[src/rtl/pbfa_pkg.sv]
// shared constants, types and helper functions of the packed bit field array
package pbfa_pkg;

    localparam int WORD_COUNT  = 1024;
    localparam int WORD_BITS   = 64;
    localparam int OFFSET_W    = $clog2(WORD_BITS);
    localparam int SHIFT_W     = OFFSET_W + 1;
    localparam int PAIR_BITS   = 2 * WORD_BITS;

    // even words in one bank, odd words in the other
    localparam int ROW_DEPTH   = (WORD_COUNT + 1) / 2;
    localparam int ROW_W       = (ROW_DEPTH > 1) ? $clog2(ROW_DEPTH) : 1;

    localparam int POS_W       = 16;
    localparam int WIDTH_W     = 7;
    localparam int COUNT_W     = 17;
    localparam int START_W     = POS_W + WIDTH_W;
    localparam int WIDX_W      = START_W - OFFSET_W;

    localparam int CFG_INDEX_W = 1;
    localparam int CFG_DATA_W  = 17;

    localparam logic [CFG_INDEX_W-1:0] CFG_BITS_PER_ELEMENT = 1'b0;
    localparam logic [CFG_INDEX_W-1:0] CFG_ELEMENT_COUNT    = 1'b1;

    localparam logic [WIDTH_W-1:0] BITS_PER_ELEMENT_RST = 7'd8;
    localparam logic [COUNT_W-1:0] ELEMENT_COUNT_RST    = 17'd8192;

    typedef enum logic [1:0] {
        ST_CLEAR,
        ST_IDLE,
        ST_READ,
        ST_MODIFY
    } pbfa_state_t;

    typedef struct packed {
        logic clear;
        logic load;
        logic lookup;
        logic commit;
    } pbfa_cmd_t;

    typedef struct packed {
        logic clear_last;
    } pbfa_status_t;

    // n low ones, n in 1..64
    function automatic logic [WORD_BITS-1:0] low_ones(input logic [WIDTH_W-1:0] n);
        logic [WORD_BITS-1:0] r;
        if (n >= WIDTH_W'(WORD_BITS))
            r = '1;
        else
            r = (WORD_BITS'(1) << n) - WORD_BITS'(1);
        return r;
    endfunction

    // zero reads as one, anything above 64 as 64
    function automatic logic [WIDTH_W-1:0] eff_width(input logic [WIDTH_W-1:0] cfg);
        logic [WIDTH_W-1:0] r;
        if (cfg == '0)
            r = WIDTH_W'(1);
        else if (cfg > WIDTH_W'(WORD_BITS))
            r = WIDTH_W'(WORD_BITS);
        else
            r = cfg;
        return r;
    endfunction

endpackage

[src/rtl/pbfa_ctrl.sv]
// sequencer: clearing pass, request intake, lookup and commit steps, response valid
module pbfa_ctrl (
    input  logic                  clk,
    input  logic                  rst_n,
    input  logic                  req_valid,
    output logic                  req_ready,
    output logic                  rsp_valid,
    input  logic                  rsp_ready,
    input  pbfa_pkg::pbfa_status_t status,
    output pbfa_pkg::pbfa_cmd_t    cmd
);
    import pbfa_pkg::*;

    pbfa_state_t state_reg, state_next;
    logic        rsp_valid_reg, rsp_valid_next;
    logic        out_free;

    always_ff @(posedge clk or negedge rst_n)
    begin
        if (!rst_n)
        begin
            state_reg     <= ST_CLEAR;
            rsp_valid_reg <= 1'b0;
        end
        else
        begin
            state_reg     <= state_next;
            rsp_valid_reg <= rsp_valid_next;
        end
    end

    assign out_free = !rsp_valid_reg || rsp_ready;

    always_comb
    begin
        state_next = state_reg;
        cmd        = '0;
        req_ready  = 1'b0;
        unique case (state_reg)
            ST_CLEAR:
            begin
                cmd.clear = 1'b1;
                if (status.clear_last)
                    state_next = ST_IDLE;
            end
            ST_IDLE:
            begin
                req_ready = 1'b1;
                if (req_valid)
                begin
                    cmd.load   = 1'b1;
                    state_next = ST_READ;
                end
            end
            ST_READ:
            begin
                cmd.lookup = 1'b1;
                state_next = ST_MODIFY;
            end
            ST_MODIFY:
            begin
                if (out_free)
                begin
                    cmd.commit = 1'b1;
                    req_ready  = 1'b1;
                    if (req_valid)
                    begin
                        cmd.load   = 1'b1;
                        state_next = ST_READ;
                    end
                    else
                    begin
                        state_next = ST_IDLE;
                    end
                end
            end
            default:
            begin
                state_next = ST_CLEAR;
            end
        endcase
    end

    always_comb
    begin
        if (cmd.commit)
            rsp_valid_next = 1'b1;
        else if (rsp_ready)
            rsp_valid_next = 1'b0;
        else
            rsp_valid_next = rsp_valid_reg;
    end

    assign rsp_valid = rsp_valid_reg;

endmodule

[config.mk]
export PLATFORM = sky130hd
export DESIGN_NAME = pbfa_ctrl
export DESIGN_NICKNAME = d
export VERILOG_FILES = /design/src/rtl/pbfa_pkg.sv /design/src/rtl/pbfa_ctrl.sv
export SDC_FILE = /design/constraint.sdc
export NUM_CORES = 1
export LEC_CHECK = 0
export ABC_AREA = 1
export ABC_CLOCK_PERIOD_IN_PS = 900
export BUFFER_PORTS_ARGS = -buffer_cell sky130_fd_sc_hd__buf_2
export CORE_AREA = 2 2 39 41
export CTS_BUF_LIST = sky130_fd_sc_hd__clkbuf_4 sky130_fd_sc_hd__clkbuf_8
export DETAILED_ROUTE_END_ITERATION = 16
export DIE_AREA = 0 0 41 43
export GPL_TIMING_DRIVEN = 0
export HOLD_SLACK_MARGIN = 0.12
export PLACE_DENSITY = 0.43
export SYNTH_ARGS = -nofsm -noshare
export SYNTH_HDL_FRONTEND = slang
export SYNTH_SLANG_ARGS = --single-unit
[constraint.sdc]
create_clock -name clk -period 0.9 [get_ports clk]
set_clock_uncertainty 0.2 [all_clocks]
set_input_delay 0.09 -clock clk [delete_from_list [all_inputs] [get_ports clk]]
set_output_delay 0.09 -clock clk [all_outputs]
set_load 0.01 [all_outputs]
==> metrics.yaml, run 1 <==
status:
  status: "finished, violations left"
  violations: "negative hold slack, negative setup slack"
place:
  place_congestion: 0.580
  io_buffers: 10
  hpwl_um: 301
  post_dp_cell_area_um2: 255
  dp_slack_ns: -0.225
routing:
  drt_iter0_drc: 0
  via_per_inst: 3.56
  drtPass1Iterations: 1
  antenna_left: 0
  finalWirelength_um: 533
  drc_errors: 0
  dr_total_vias: 210
  wire_per_inst_um: 9.03
cts:
  clk_pin_slew_ns: 0.04
  clk_latency_ns: 0.23
  cts_max_path_buffers: 2
  htree_num_levels: 1
  holdBufCountCts: 1
  cts_num_sinks: 3
  cts_made_buffers: 3
  cts_tree: "yes"
  root_buffer: "clkbuf_4"
grt:
  antenna_found_initial: 0
  grt_pass1_wl_um: 710
  grt_pass1_vias: 182
  grt_max_degree: 4
  gr-total-overflow: 0
  gr-usage-all-layers_pct: 7.15
sta:
  rsz0062_at_grt: "yes"
  tightestPinTransition_ns: 0.180
  worst_slack_ns: -0.403
  finalSetupViolCount: 9
  fin_crit_ns: 1.30
  hold_viol: 6
  slew_viol_final: 0
  holdWs_ns: -0.0756
  fmax_ghz: 0.768
  max_slew_margin_pct: 88.0
  post-route-period-util_pct: 145
layout:
  layout.cells.most_common: "buf_6"
  stdcell_area_um2: 403
  synthToLayoutAreaGrowth_pct: 130
  fillers: 152
  largest_reg_flops: 2
  nets: 49
  fin_util_pct: 29.1
  final_cell_mix: "buf_6, nand2_1, inv_1"
  drive_above_1_share_pct: 69.8
  antenna_cells: 0
critical_path:
  crit_path_end_kind: "output pin"
  path_class: "flop to output pin"
  worstPathRequired_ns: 0.61
  cp-start-kind: "flop"
  crit_fanout: 3
  critPathArrivalTime_ns: 1.01
synthesis:
  synth_area_um2: 175
  synth-simple-area-share_pct: 32.9
  ys_ff_latch: 3
  syn-instance-count: 25
  synth_mux_area_share_pct: 0
  synthXorXnorAreaFrac_pct: 0
  ys_seq_area_share_pct: 42.9
  syn-num-nets: 30
  synthAdderAreaFrac_pct: 0
  yosysWarnings: 0
  synth_compound_area_share_pct: 2.86
  synth_cell_types: 7
  syn_avg_cell_area_um2: 7.01
  synth_top_family_by_area: "simple AND/OR/NAND/NOR gates"
pwr:
  power.total_w: 0.00144
  power_leakage_nw: 0.222
  power.density_nw_per_um2: 3580
  ir_worst_vdd_mv: 0.698
flow_run:
  drv_cap: 0
floorplanning:
  num_rows: 14
  start_util_pct: 12.7
  die_x_um: 41
  die_height_um: 43
  num_io_pins: 11
  dieArea_um2: 1760
  fp.coreArea_um2: 1380
min_path:
  hp-class: "input pin to flop"
metrics by stage:
step | hold WS, ns | TNS, ns | std cells
4_1_cts | -0.0843 | -2.69 | 59
3_5_place_dp | -0.311 | -1.11 | 51
2_1_floorplan | -0.406 | -0.514 | 25
5_1_grt | -0.0746 | -3.18 | 59
3_3_place_gp | -0.313 | -1.15 | 51
6_report | -0.0756 | -2.74 | 59
timing repair:
action / CTS / global route
setup buffers: 4 / 0
hold endpoints to repair: 6 / 6
resized for setup: 11 / 9
pin swaps: 6 / 0
setup endpoints to repair: 9 / 9
cells in the mapped netlist:
master   n  area (µm²)
dfrtp_1  3        75.1
buf_4    1        7.51
nor2_1   2        7.51
nand2_1  8        30.0
a21oi_1  1        5.00
nand3_2  2        20.0
inv_1    8        30.0
path summary, 6_finish.rpt:
kind | start | end | slack, ns | depth (start not counted)
setup / recovery | state_reg[0]$_DFFE_PN0P_ | cmd[1] | -0.40 | 4
hold / removal | status | state_reg[0]$_DFFE_PN0P_ | -0.08 | 5
setup reg to reg | state_reg[1]$_DFFE_PN0P_ | state_reg[1]$_DFFE_PN0P_ | -0.28 | 6
hold reg to reg | state_reg[0]$_DFFE_PN0P_ | rsp_valid$_DFFE_PN0P_ | 0.37 | 2
max in group asynchronous | rst_n | state_reg[1]$_DFFE_PN0P_ | 0.40 | 2
min in group asynchronous | rst_n | rsp_valid$_DFFE_PN0P_ | -0.02 | 2
layout make-up:
| type | count | area (µm²) | area share [%] |
|---|---|---|---|
| clock buffers | 4 | 30.0 | 7.45 |
| inverters | 8 | 30.0 | 7.45 |
| multi-input cells | 13 | 106 | 26.4 |
| flip-flops and latches | 3 | 77.6 | 19.3 |
| well taps | 16 | 20.0 | 4.97 |
| repair buffers | 15 | 139 | 34.5 |
worst max-delay path, stage by stage (launching register included):
cell and delay, ns:
dfrtp_1 0.40, inv_1 0.17, nand2_4 0.07, inv_2 0.05, buf_6 0.09
power breakdown:
group | switching (W) | internal [W] | total [W]
sequential | 0.0000939 | 0.000211 | 0.000305
combinational | 0.000384 | 0.000485 | 0.000869
clock | 0.0000712 | 0.000196 | 0.000268
total | 0.000549 | 0.000892 | 0.00144
logic make-up (layout without fill, tap and decap cells):
group,after synthesis,count (layout)
AOI/OAI and AO/OA,1,1
and+or+nand+nor,12,12
buffers and inverters,9,27
DFF,3,3
routing by layer:
metal | wire (µm) | global-route usage (%) | vias up
met4 | 0 | 6.00 | 0
met1 | 169 | 4.87 | 99
met2 | 338 | 10.0 | 5
met5 | 0 | 0 | -
met3 | 26 | 7.85 | 0
li1 | - | - | 106
(Power assumes the default switching activity.)
==> run 2: changes to the inputs <==
--- a/config.mk
+++ b/config.mk
@@ -15,6 +15,7 @@
 export GPL_TIMING_DRIVEN = 0
 export HOLD_SLACK_MARGIN = 0.12
 export PLACE_DENSITY = 0.43
+export SKIP_LAST_GASP = 1
 export SYNTH_ARGS = -nofsm -noshare
 export SYNTH_HDL_FRONTEND = slang
 export SYNTH_SLANG_ARGS = --single-unit
==> constraint.sdc (replaced) <==
create_clock -name clk -period 0.9 [get_ports clk]
set_clock_uncertainty 0.2 [all_clocks]
set_input_delay 0.045 -clock clk [delete_from_list [all_inputs] [get_ports clk]]
set_output_delay 0.045 -clock clk [all_outputs]
set_load 0.01 [all_outputs]
==> run 2 against run 1 <==
  * The run still ends with negative hold slack, negative setup slack left
  * Combinational power rose by 1%
  * Sequential share of layout area fell by 0.18 points
  * Non-clock buffer count unchanged
  * Hold slack lost 0.045 ns
  * Critical path depth unchanged
  * Sequential power barely moved
  * Utilization up 0.27 points
  * Via count unchanged
  * Die area did not move
  * Register-to-register slack about the same
==> metrics.yaml, run 2 (synthesis gave the netlist of run 1 again) <==
place:
  io_buffers: 10
  dp_slack_ns: -0.180
  hpwl_um: 301
  place_congestion: 0.580
  post_dp_cell_area_um2: 255
flow_run:
  drv_cap: 0
sta:
  finalSetupViolCount: 9
  rsz0062_at_grt: "yes"
  worst_slack_ns: -0.365
  fmax_ghz: 0.791
  hold_viol: 6
  holdWs_ns: -0.121
  post-route-period-util_pct: 141
  setup_tns_ns: -2.47
  max_slew_margin_pct: 88.0
  fin_crit_ns: 1.26
  tightestPinTransition_ns: 0.180
  slew_viol_final: 0
min_path:
  hp-class: "input pin to flop"
  hp-start: "status"
layout:
  layout.cells.most_common: "buf_6"
  largest_reg_flops: 2
  seq_area_um2: 77.6
  synthToLayoutAreaGrowth_pct: 132
  final_cell_mix: "buf_6, nand2_1, inv_1"
  stdcell_area_um2: 407
  fillers: 150
  nets: 49
  multi_input_area_um2: 106
  drive_above_1_share_pct: 69.8
  antenna_cells: 0
routing:
  via_per_inst: 3.56
  drc_errors: 0
  dr_total_vias: 210
  drtPass1Iterations: 1
  antenna_left: 0
  finalWirelength_um: 532
  drt_iter0_drc: 0
  wire_per_inst_um: 9.02
pwr:
  power_leakage_nw: 0.224
  power.total_w: 0.00145
  internal_power_w: 0.000902
  seqPwrFrac_pct: 20.9
  swShare_pct: 37.9
  ir_worst_vdd_mv: 0.709
  combPwrFrac_pct: 60.7
  clkPwrFrac_pct: 18.4
  p_switching_w: 0.000552
  power.density_nw_per_um2: 3580
critical_path:
  cp-start-kind: "flop"
  worstPathRequired_ns: 0.65
  slowest_delay_ns: 0.40
  path_class: "flop to output pin"
  critPathBufInv: 3
  critPathArrivalTime_ns: 1.02
  crit_path_end_kind: "output pin"
  crit_chain: "inv_1, nand2_4, inv_2, buf_6"
  cp-startpoint: "state_reg[0]$_DFFE_PN0P_"
  crit_family: "flip-flops"
  r2r_slack_ns: -0.27
  crit_slowest_cell: "dfrtp_1"
  crit_fanout: 3
  rr_startpoint: "state_reg[1]$_DFFE_PN0P_"
cts:
  cts_num_sinks: 3
  holdBufCountCts: 1
  clk_pin_slew_ns: 0.04
  cts_tree: "yes"
  root_buffer: "clkbuf_4"
  cts_made_buffers: 3
  htree_num_levels: 1
  cts_max_path_buffers: 2
  clk_latency_ns: 0.23
grt:
  grt_pass1_wl_um: 710
  antenna_found_initial: 0
  grt_max_degree: 4
  grt_pass1_vias: 182
  gr-total-overflow: 0
  gr-usage-all-layers_pct: 7.15
status:
  status: "finished, violations left"
  violations: "negative hold slack, negative setup slack"
floorplanning:
  die_x_um: 41
  dieArea_um2: 1760
  num_rows: 14
  fp.coreArea_um2: 1380
  die_height_um: 43
  start_util_pct: 12.7
  num_io_pins: 11
[run 2: cell counts in the layout (fill, tap and decap cells not counted)]
No cell type changed its count.
[run 2: what timing repair did]
item / 4_1_cts / 5_1_grt
buffers inserted: 4 / 0
pin swaps: 6 / 0
endpoints found under the setup margin: 9 / 9
hold endpoints to repair: 6 / 6
gates cloned: 0 / 0
gates resized for setup: 11 / 10
[run 2: layer usage]
layer  vias to the layer above  share of wire, %  GRT usage, %
li1                        106                 -             -
met1                        99                32          4.87
met2                         5                63          10.0
met3                         0               4.9          7.85
met4                         0                 0          6.00
met5                         -                 0             0
[run 2: metrics by stage]
stage                     util, %  instances
after detailed placement     18.4         51
after global placement       18.4         51
after global routing         29.4         59
after floorplan                 -         25
after CTS                    26.9         59
final                        29.4         59
[run 2: final timing paths]
path | to | cells after the start
min in group asynchronous | rsp_valid$_DFFE_PN0P_ | 2
setup reg to reg | state_reg[1]$_DFFE_PN0P_ | 6
hold / removal | state_reg[0]$_DFFE_PN0P_ | 5
hold reg to reg | rsp_valid$_DFFE_PN0P_ | 2
setup / recovery | cmd[1] | 4
max in group asynchronous | state_reg[1]$_DFFE_PN0P_ | 2
[run 2: tightest hold or removal path: stages]
cell and delay (ns):
buf_2 0.07, inv_1 0.03, nand2_1 0.05, nand2_1 0.04
inv_1 0.04
[run 2: area by class of cell]
cell class | instances | area share [%]
Inverter | 8 | 7.38
Clock buffer | 4 | 7.38
Multi-Input combinational cell | 13 | 26.2
Timing Repair Buffer | 15 | 35.1
Sequential cell | 3 | 19.1
Tap cell | 16 | 4.92
[run 2: power groups by stage]
stage	Clock, W	Combinational (W)	Sequential (W)
after floorplan	0	0.000284	0.000284
after global placement	0	0.000441	0.000285
after detailed placement	0	0.000440	0.000284
after CTS	0.000284	0.000779	0.000261
after global routing	0.000302	0.000950	0.000317
final	0.000268	0.000882	0.000305
